### config.mk
export PLATFORM = sky130hd
export DESIGN_NAME = framed_csv_command_parser
export DESIGN_NICKNAME = d
export VERILOG_FILES = /design/src/rtl/fcsv_pkg.sv /design/src/rtl/framed_csv_command_parser.sv /design/src/rtl/fcsv_parse_core.sv /design/src/rtl/fcsv_out_buf.sv
export SDC_FILE = /design/constraint.sdc
export NUM_CORES = 1
export LEC_CHECK = 0
export ABC_CLOCK_PERIOD_IN_PS = 6900
export BUFFER_PORTS_ARGS = -buffer_cell sky130_fd_sc_hd__buf_4
export CAP_MARGIN = 30
export CORE_MARGIN = 5
export CORE_UTILIZATION = 60
export CTS_BUF_LIST = sky130_fd_sc_hd__clkbuf_2 sky130_fd_sc_hd__clkbuf_4 sky130_fd_sc_hd__clkbuf_8
export DETAILED_ROUTE_END_ITERATION = 7
export PLACE_DENSITY_LB_ADDON = 0.12
export SLEW_MARGIN = 20
export SYNTH_ARGS = -nofsm -noshare
export SYNTH_HDL_FRONTEND = slang
export SYNTH_SLANG_ARGS = --single-unit
### constraint.sdc
create_clock -name i_clk -period 6.9 [get_ports i_clk]
set_clock_uncertainty 0.05 [all_clocks]
set_input_delay 0.69 -clock i_clk [delete_from_list [all_inputs] [get_ports i_clk]]
set_output_delay 0.69 -clock i_clk [all_outputs]
set_load 0.005 [all_outputs]
### src/rtl/fcsv_pkg.sv
package fcsv_pkg;

    // Content bytes kept per frame; later bytes are dropped until the end marker.
    localparam int MAX_CHARS = 23;
    localparam int KEPT_W    = $clog2(MAX_CHARS + 1);

    // Configuration register indexes
    localparam logic [1:0] CFG_START_MARKER = 2'd0;
    localparam logic [1:0] CFG_END_MARKER   = 2'd1;
    localparam logic [1:0] CFG_SEPARATOR    = 2'd2;

    localparam logic [7:0] START_MARKER_RST = 8'h3C;  // '<'
    localparam logic [7:0] END_MARKER_RST   = 8'h3E;  // '>'
    localparam logic [7:0] SEPARATOR_RST    = 8'h2C;  // ','

    localparam logic [7:0] CH_DIGIT_0 = 8'h30;
    localparam logic [7:0] CH_DIGIT_1 = 8'h31;
    localparam logic [7:0] CH_DIGIT_9 = 8'h39;
    localparam logic [7:0] CH_PLUS    = 8'h2B;
    localparam logic [7:0] CH_MINUS   = 8'h2D;
    localparam logic [7:0] CH_SPACE   = 8'h20;
    localparam logic [7:0] CH_TAB     = 8'h09;
    localparam logic [7:0] CH_CR      = 8'h0D;
    localparam logic [7:0] CH_NUL     = 8'h00;

    // LED action codes
    localparam logic [1:0] LED_KEEP = 2'd0;
    localparam logic [1:0] LED_ON   = 2'd1;
    localparam logic [1:0] LED_OFF  = 2'd2;

    typedef struct packed {
        logic [7:0] start_marker;
        logic [7:0] end_marker;
        logic [7:0] separator;
    } t_cfg;

    typedef struct packed {
        logic [7:0]        cmd_first;
        logic [7:0]        cmd_second;
        logic [7:0]        cmd_third;
        logic signed [15:0] left_speed;
        logic signed [15:0] right_speed;
        logic [1:0]        led_action;
    } t_result;

endpackage

### src/rtl/framed_csv_command_parser.sv
// An accepted byte is held in the input register; an end marker's result then
// goes into the output buffer's registers and is shown on the output from there.
// Throughput: one byte per cycle, except that an end marker waits while the output buffer is full;
// a two-entry output buffer keeps input flowing while a result waits on a stalled output.
// Reset (synchronous, active low) closes any open frame, clears the parse state,
// empties both stages and restores the markers to '<', '>' and ','.
module framed_csv_command_parser
    import fcsv_pkg::*;
(
    input  logic               i_clk,
    input  logic               i_rst_n,
    // configuration write port
    input  logic               i_cfg_we,
    input  logic [1:0]         i_cfg_index,
    input  logic [7:0]         i_cfg_data,
    // byte input channel
    input  logic               i_in_valid,
    output logic               o_in_stall,
    input  logic [7:0]         i_rx_byte,
    // result channel
    output logic               o_out_valid,
    input  logic               i_out_stall,
    output logic [7:0]         o_cmd_first,
    output logic [7:0]         o_cmd_second,
    output logic [7:0]         o_cmd_third,
    output logic signed [15:0] o_left_speed,
    output logic signed [15:0] o_right_speed,
    output logic [1:0]         o_led_action
);

    t_cfg       r_cfg;
    logic       r_in_valid;
    logic [7:0] r_in_byte;

    logic       emit;
    logic       fire;
    logic       push;
    logic       buf_full;
    t_result    core_result;
    t_result    out_result;

    // Configuration registers; index beyond the list is dropped.
    always_ff @(posedge i_clk) begin
        if (!i_rst_n) begin
            r_cfg.start_marker <= START_MARKER_RST;
            r_cfg.end_marker   <= END_MARKER_RST;
            r_cfg.separator    <= SEPARATOR_RST;
        end else if (i_cfg_we) begin
            unique case (i_cfg_index)
                CFG_START_MARKER: r_cfg.start_marker <= i_cfg_data;
                CFG_END_MARKER:   r_cfg.end_marker   <= i_cfg_data;
                CFG_SEPARATOR:    r_cfg.separator    <= i_cfg_data;
                default: ;
            endcase
        end
    end

    // The held byte advances unless it makes a result and the output buffer
    // has no free entry. Stall the input only while the held item cannot move.
    assign fire       = r_in_valid && (!emit || !buf_full);
    assign push       = fire && emit;
    assign o_in_stall = r_in_valid && !fire;

    // Input register: load on accept, drop the valid once the byte is consumed.
    always_ff @(posedge i_clk) begin
        if (!i_rst_n) begin
            r_in_valid <= 1'b0;
        end else if (i_in_valid && !o_in_stall) begin
            r_in_valid <= 1'b1;
        end else if (fire) begin
            r_in_valid <= 1'b0;
        end
        if (i_in_valid && !o_in_stall) begin
            r_in_byte <= i_rx_byte;
        end
    end

    fcsv_parse_core u_core (
        .i_clk    (i_clk),
        .i_rst_n  (i_rst_n),
        .i_cfg    (r_cfg),
        .i_byte   (r_in_byte),
        .i_fire   (fire),
        .o_emit   (emit),
        .o_result (core_result)
    );

    fcsv_out_buf u_out_buf (
        .i_clk    (i_clk),
        .i_rst_n  (i_rst_n),
        .i_push   (push),
        .i_result (core_result),
        .i_stall  (i_out_stall),
        .o_valid  (o_out_valid),
        .o_result (out_result),
        .o_full   (buf_full)
    );

    assign o_cmd_first   = out_result.cmd_first;
    assign o_cmd_second  = out_result.cmd_second;
    assign o_cmd_third   = out_result.cmd_third;
    assign o_left_speed  = out_result.left_speed;
    assign o_right_speed = out_result.right_speed;
    assign o_led_action  = out_result.led_action;

    // A result is never pushed into a full buffer.
    a_no_push_full: assert property (@(posedge i_clk) disable iff (!i_rst_n)
        push |-> !buf_full)
        else $error("result pushed into full output buffer");

    // A stalled input always has a held item behind it.
    a_stall_held: assert property (@(posedge i_clk) disable iff (!i_rst_n)
        o_in_stall |-> r_in_valid)
        else $error("input stalled with empty input register");

    // After a push, the output holds a valid result in the next cycle.
    a_push_shows: assert property (@(posedge i_clk) disable iff (!i_rst_n)
        push |=> o_out_valid)
        else $error("pushed result not presented");

    // The skid entry fills only while the output was stalled.
    a_full_on_stall: assert property (@(posedge i_clk) disable iff (!i_rst_n)
        $rose(buf_full) |-> $past(o_out_valid && i_out_stall))
        else $error("output buffer filled without a stalled result");

endmodule

### src/rtl/fcsv_parse_core.sv
module fcsv_parse_core
    import fcsv_pkg::*;
(
    input  logic       i_clk,
    input  logic       i_rst_n,
    input  t_cfg       i_cfg,
    input  logic [7:0] i_byte,
    input  logic       i_fire,
    output logic       o_emit,
    output t_result    o_result
);

    typedef enum logic [1:0] {
        PH_SKIP   = 2'd0,
        PH_DIGITS = 2'd1,
        PH_DONE   = 2'd2
    } t_phase;

    typedef struct packed {
        logic [15:0] mag;
        logic        neg;
        t_phase      phase;
    } t_num;

    logic              r_in_frame,  n_in_frame;
    logic [KEPT_W-1:0] r_kept,      n_kept;
    logic              r_closed,    n_closed;
    logic [1:0]        r_field,     n_field;
    logic              r_in_field,  n_in_field;
    logic [7:0]        r_chars [3];
    logic [7:0]        n_chars [3];
    logic [1:0]        r_cmd_cnt,   n_cmd_cnt;
    t_phase            r_phase,     n_phase;
    logic              r_neg_l,     n_neg_l;
    logic              r_neg_r,     n_neg_r;
    logic [15:0]       r_mag_l,     n_mag_l;
    logic [15:0]       r_mag_r,     n_mag_r;

    function automatic logic is_space(input logic [7:0] c);
        return (c == CH_SPACE) || (c >= CH_TAB && c <= CH_CR);
    endfunction

    // One atoi step: digits accumulate with saturation at 32768.
    function automatic t_num number_step(input logic [7:0] c, input t_num cur);
        t_num        res;
        logic [19:0] v;
        logic [7:0]  d;
        res = cur;
        d   = c - CH_DIGIT_0;
        v   = ({4'b0, cur.mag} << 3) + ({4'b0, cur.mag} << 1) + {16'b0, d[3:0]};
        if (cur.phase == PH_DONE) begin
            res = cur;
        end else if (c >= CH_DIGIT_0 && c <= CH_DIGIT_9) begin
            res.mag   = (v > 20'd32768) ? 16'h8000 : v[15:0];
            res.phase = PH_DIGITS;
        end else if (cur.phase == PH_SKIP && is_space(c)) begin
            res = cur;
        end else if (cur.phase == PH_SKIP && (c == CH_PLUS || c == CH_MINUS)) begin
            res.neg   = (c == CH_MINUS);
            res.phase = PH_DIGITS;
        end else begin
            res.phase = PH_DONE;
        end
        return res;
    endfunction

    function automatic logic signed [15:0] signed_out(input logic [15:0] mag,
                                                      input logic neg);
        if (neg) begin
            return 16'd0 - mag;
        end
        return (mag > 16'd32767) ? 16'sd32767 : mag;
    endfunction

    assign o_emit = r_in_frame && (i_byte == i_cfg.end_marker);

    always_comb begin
        o_result.cmd_first   = r_chars[0];
        o_result.cmd_second  = r_chars[1];
        o_result.cmd_third   = r_chars[2];
        o_result.left_speed  = signed_out(r_mag_l, r_neg_l);
        o_result.right_speed = signed_out(r_mag_r, r_neg_r);
        if (r_chars[2] == CH_DIGIT_1) begin
            o_result.led_action = LED_ON;
        end else if (r_chars[2] == CH_DIGIT_0) begin
            o_result.led_action = LED_OFF;
        end else begin
            o_result.led_action = LED_KEEP;
        end
    end

    always_comb begin
        t_num   num;
        t_phase ph;
        n_in_frame = r_in_frame;
        n_kept     = r_kept;
        n_closed   = r_closed;
        n_field    = r_field;
        n_in_field = r_in_field;
        n_chars    = r_chars;
        n_cmd_cnt  = r_cmd_cnt;
        n_phase    = r_phase;
        n_neg_l    = r_neg_l;
        n_neg_r    = r_neg_r;
        n_mag_l    = r_mag_l;
        n_mag_r    = r_mag_r;
        ph         = r_in_field ? r_phase : PH_SKIP;
        num        = '{mag: 16'd0, neg: 1'b0, phase: PH_SKIP};

        if ((!r_in_frame && i_byte == i_cfg.start_marker) || o_emit) begin
            // open or close a frame: clear all parse state
            n_in_frame = !r_in_frame;
            n_kept     = '0;
            n_closed   = 1'b0;
            n_field    = 2'd0;
            n_in_field = 1'b0;
            n_chars    = '{default: 8'd0};
            n_cmd_cnt  = 2'd0;
            n_phase    = PH_SKIP;
            n_neg_l    = 1'b0;
            n_neg_r    = 1'b0;
            n_mag_l    = 16'd0;
            n_mag_r    = 16'd0;
        end else if (r_in_frame && r_kept < KEPT_W'(MAX_CHARS)) begin
            n_kept = r_kept + KEPT_W'(1);
            if (r_closed) begin
                n_closed = 1'b1;
            end else if (i_byte == CH_NUL) begin
                n_closed = 1'b1;
            end else if (i_byte == i_cfg.separator) begin
                if (r_in_field) begin
                    n_in_field = 1'b0;
                    if (r_field != 2'd3) begin
                        n_field = r_field + 2'd1;
                    end
                end
            end else begin
                n_in_field = 1'b1;
                n_phase    = ph;
                unique case (r_field)
                    2'd0: begin
                        unique case (r_cmd_cnt)
                            2'd0: n_chars[0] = i_byte;
                            2'd1: n_chars[1] = i_byte;
                            2'd2: n_chars[2] = i_byte;
                            default: ;
                        endcase
                        if (r_cmd_cnt != 2'd3) begin
                            n_cmd_cnt = r_cmd_cnt + 2'd1;
                        end
                    end
                    2'd1: begin
                        num     = number_step(i_byte, '{mag: r_mag_l, neg: r_neg_l, phase: ph});
                        n_mag_l = num.mag;
                        n_neg_l = num.neg;
                        n_phase = num.phase;
                    end
                    2'd2: begin
                        num     = number_step(i_byte, '{mag: r_mag_r, neg: r_neg_r, phase: ph});
                        n_mag_r = num.mag;
                        n_neg_r = num.neg;
                        n_phase = num.phase;
                    end
                    default: ;
                endcase
            end
        end
    end

    always_ff @(posedge i_clk) begin
        if (!i_rst_n) begin
            r_in_frame <= 1'b0;
            r_kept     <= '0;
            r_closed   <= 1'b0;
            r_field    <= 2'd0;
            r_in_field <= 1'b0;
            r_chars    <= '{default: 8'd0};
            r_cmd_cnt  <= 2'd0;
            r_phase    <= PH_SKIP;
            r_neg_l    <= 1'b0;
            r_neg_r    <= 1'b0;
            r_mag_l    <= 16'd0;
            r_mag_r    <= 16'd0;
        end else if (i_fire) begin
            r_in_frame <= n_in_frame;
            r_kept     <= n_kept;
            r_closed   <= n_closed;
            r_field    <= n_field;
            r_in_field <= n_in_field;
            r_chars    <= n_chars;
            r_cmd_cnt  <= n_cmd_cnt;
            r_phase    <= n_phase;
            r_neg_l    <= n_neg_l;
            r_neg_r    <= n_neg_r;
            r_mag_l    <= n_mag_l;
            r_mag_r    <= n_mag_r;
        end
    end

endmodule

### src/rtl/fcsv_out_buf.sv
module fcsv_out_buf
    import fcsv_pkg::*;
(
    input  logic    i_clk,
    input  logic    i_rst_n,
    input  logic    i_push,
    input  t_result i_result,
    input  logic    i_stall,
    output logic    o_valid,
    output t_result o_result,
    output logic    o_full
);

    logic    r_main_valid, n_main_valid;
    logic    r_skid_valid, n_skid_valid;
    t_result r_main,       n_main;
    t_result r_skid,       n_skid;
    logic    pop;

    assign pop      = r_main_valid && !i_stall;
    assign o_valid  = r_main_valid;
    assign o_result = r_main;
    assign o_full   = r_skid_valid;

    always_comb begin
        n_main_valid = r_main_valid;
        n_skid_valid = r_skid_valid;
        n_main       = r_main;
        n_skid       = r_skid;
        if (pop) begin
            if (r_skid_valid) begin
                n_main       = r_skid;
                n_skid       = i_result;
                n_skid_valid = i_push;
            end else begin
                n_main       = i_result;
                n_main_valid = i_push;
            end
        end else if (i_push) begin
            if (!r_main_valid) begin
                n_main       = i_result;
                n_main_valid = 1'b1;
            end else begin
                n_skid       = i_result;
                n_skid_valid = 1'b1;
            end
        end
    end

    always_ff @(posedge i_clk) begin
        if (!i_rst_n) begin
            r_main_valid <= 1'b0;
            r_skid_valid <= 1'b0;
        end else begin
            r_main_valid <= n_main_valid;
            r_skid_valid <= n_skid_valid;
        end
        r_main <= n_main;
        r_skid <= n_skid;
    end

endmodule
==> impl_metrics.yaml <==
setup_path:
  crit_fanout: 8
  rr_worst_depth: 11
  crit_type: "flip-flop to flip-flop"
  start_kind: "flip-flop"
  cp-end-kind: "flip-flop"
  cp_data_arrival_time_ns: 4.30
  crit_required_ns: 7.31
cells_and_area:
  drive_above_1_share: 0.148
  fin_nets: 1431
  area_growth_pct: 12.0
  fillers: 1605
  multi_input_area_sq_mm: 0.00611
  fin_util: 0.679
  ff_latch_area_sq_mm: 0.00571
  final_common_cell: "nand2_1"
  diodes: 0
  final_cell_mix: "234 x nand2_1, 124 x edfxtp_1, 114 x nor2_1"
synthesis:
  yosys_register_bits: 223
  seq_area_frac_synth: 0.468
  synth-xor-area-share: 0.0331
  synthFlopType: "edfxtp_1"
  synthCells: 1260
  synth-simple-area-share: 0.188
  synthArstFlopShare: 0
  syn_area_per_cell_sq_um: 9.67
  synth_fp_nets: 1360
  synthMuxAreaShare: 0.0571
  synth.distinct_cells: 75
  synth_compound_area_frac: 0.141
  synth-edff-count: 124
  netlist_area_sq_mm: 0.0122
  synth_top_family_by_area: "simple AND/OR/NAND/NOR gates"
  synthAdderAreaFrac: 0.0815
  yosysWarnings: 0
drt:
  drc: 0
  drtIter0Drc: 547
  wirelength_mm: 27.2
  viasPerCell: 5.81
  met1_length_mm: 13.0
  dr_wl_met3_mm: 1.59
  drtPass1Iterations: 5
  wl_per_cell_microns: 16.7
  num_vias: 9452
  wl_met2_mm: 12.1
  highest_layer: "met4"
  ant_nets: 0
sta:
  finalHoldViolCount: 0
  setup_viol: 0
  fin_tns_setup_ns: 0
  report.final.slew_viol_count: 0
  hold_slack_ns: 0.299
  min_period_over_period: 0.564
  rsz0062_at_grt: "no"
  setup_ws_ns: 3.01
  tightest_slew_ns: 0.786
  fmax_ghz: 0.257
  slew_headroom: 0.476
  finalCriticalPeriod_ns: 3.89
global_routing:
  track_usage: 0.229
  grt_max_degree: 59
  antenna_found_initial: 0
  grt_overflow: 0
  grt_first_pass_wirelength_mm: 44.7
  grt_pass1_vias: 8731
clocking:
  clock-root-buffer: "clkbuf_8"
  cts-buffers-inserted: 36
  cts_resized: 0
  ctsLongestPathBuffers: 3
  clock_latency_ns: 0.52
  htreeDepth: 2
  postCtsHoldBufs: 0
  post_cts_buffers: 0
  cts_tree: "done"
  cts.sinks: 223
  path_clk_slew_ns: 0.06
status:
  status: "finished, final reports clean"
power:
  p_leak_uw: 0.00588
  vdd_ir_drop_max_v: 0.000160
  p_per_area_mw_per_mm2: 189
floorplanning:
  dieArea_sq_mm: 0.0233
  core-area_sq_mm: 0.0201
  rows: 52
  die_w_microns: 153
  initial_utilization: 0.606
  die_h_microns: 153
  ios: 83
placement:
  dp_worst_setup_slack_ns: 3.03
  portBuffers: 82
  place_congestion: 0.931
  dp_hpwl_mm: 19.5
flow_run:
  drv_cap: 0
worst_hold_path:
  min_path_cells: 1
  min_path_type: "input pin to flip-flop"
-- worst max-delay path, cell delays in order (launching register included) --
cell and delay, ns:
edfxtp_1 0.51, inv_1 0.21, fa_1 0.56, fa_1 0.47, nor2b_1 0.16, o2111ai_1 0.23
a211o_1 0.37, a21o_1 0.17, o311ai_0 0.13, o211ai_1 0.38, nor3_4 0.42, a22o_1 0.18
-- final timing paths --
path,start,endpoint,slack (ns)
max,r_in_byte[3]$_DFFE_PP_,u_core.r_mag_r[7]$_SDFFE_PN0P_,3.01
min,i_rx_byte[5],r_in_byte[5]$_DFFE_PP_,0.30
max reg2reg,r_in_byte[3]$_DFFE_PP_,u_core.r_mag_r[7]$_SDFFE_PN0P_,3.01
min reg2reg,u_core.o_result[44]$_SDFFE_PN0P_,u_out_buf.r_skid[44]$_DFFE_PP_,0.41
-- state kept, by name, indices dropped and copies added, names as in the netlist --
register / cells
u_core.r_field: 2
u_out_buf.o_valid: 1
u_core.r_mag_r: 16
r_cfg: 24
u_out_buf.r_skid: 58
u_core.r_closed: 1
u_core.r_cmd_cnt: 2
r_in_byte: 8
u_core.r_phase: 2
u_core.r_neg_l: 1
u_core.r_in_field: 1
u_out_buf.o_result: 58
u_core.r_kept: 5
u_core.o_result: 24
u_out_buf.o_full: 1
r_in_valid: 1
u_core.r_mag_l: 16
u_core.r_neg_r: 1
u_core.r_in_frame: 1
-- final cells by class --
type	instances	share of cell area
sequential	223	0.418
timing repair buffer	90	0.0495
multi-input combinational	945	0.448
inverter	35	0.00962
clock buffer	52	0.0465
tap	270	0.0247
clock inverter	11	0.00394
-- cell usage after synthesis, drive strengths merged (4+ instances only) --
| master | n | area (sq um) |
|---|---|---|
| o22ai | 6 | 37.5 |
| a22o | 13 | 114 |
| o2111ai | 5 | 43.8 |
| a21o | 21 | 158 |
| nor2 | 115 | 432 |
| o21ai | 58 | 324 |
| o41ai | 4 | 42.6 |
| o211ai | 4 | 30.0 |
| a31oi | 21 | 146 |
| o31a | 4 | 35.0 |
| nor2b | 11 | 68.8 |
| clkbuf | 36 | 135 |
| buf | 21 | 114 |
| or3 | 11 | 68.8 |
| nand4 | 18 | 113 |
| a21oi | 63 | 319 |
| nor4b | 4 | 41.3 |
| xor2 | 11 | 96.3 |
| o21a | 11 | 82.6 |
| dfxtp | 99 | 1980 |
| and2 | 12 | 75.1 |
| edfxtp | 124 | 3720 |
| a41oi | 4 | 35.0 |
| a21boi | 6 | 45.1 |
| inv | 34 | 128 |
| xnor2 | 35 | 307 |
| or2 | 9 | 56.3 |
| o31ai | 9 | 67.6 |
| nand2b | 5 | 31.3 |
| a22oi | 6 | 45.0 |
| ha | 73 | 913 |
| mux2 | 20 | 225 |
| nor3 | 21 | 116 |
| nor4 | 13 | 100 |
| and3 | 5 | 31.3 |
| fa | 4 | 80.1 |
| mux2i | 47 | 470 |
| nand2 | 234 | 878 |
| nand3 | 25 | 125 |
-- cell families after synthesis --
family,count (synthesis)
DFF,223
muxes,67
AOI/OAI and AO/OA,256
and+or+nand+nor,499
adders and majority gates,77
xor gates and xnor gates,46
buffers and inverters,92
-- power by group --
group          leakage (uW)  switching (uW)  internal, uW
sequential          0.00197            18.5          1400
combinational       0.00354            43.2          34.8
clock              0.000366             496           591
-- routing by layer --
metal,up-vias,track usage
met2,291,0.347
met4,0,0.0649
met5,-,0
met3,50,0.0443
met1,4419,0.336
li1,4692,-
-- stage by stage --
stage,cell area (sq um),std cells,power [uW]
3_5_place_dp,13000,1563,1520
4_1_cts,13700,1626,2610
2_1_floorplan,12200,1260,1490
5_1_grt,13700,1626,2690
6_report,13700,1626,2580
3_3_place_gp,13000,1563,1520
(Power assumes the default switching activity.)
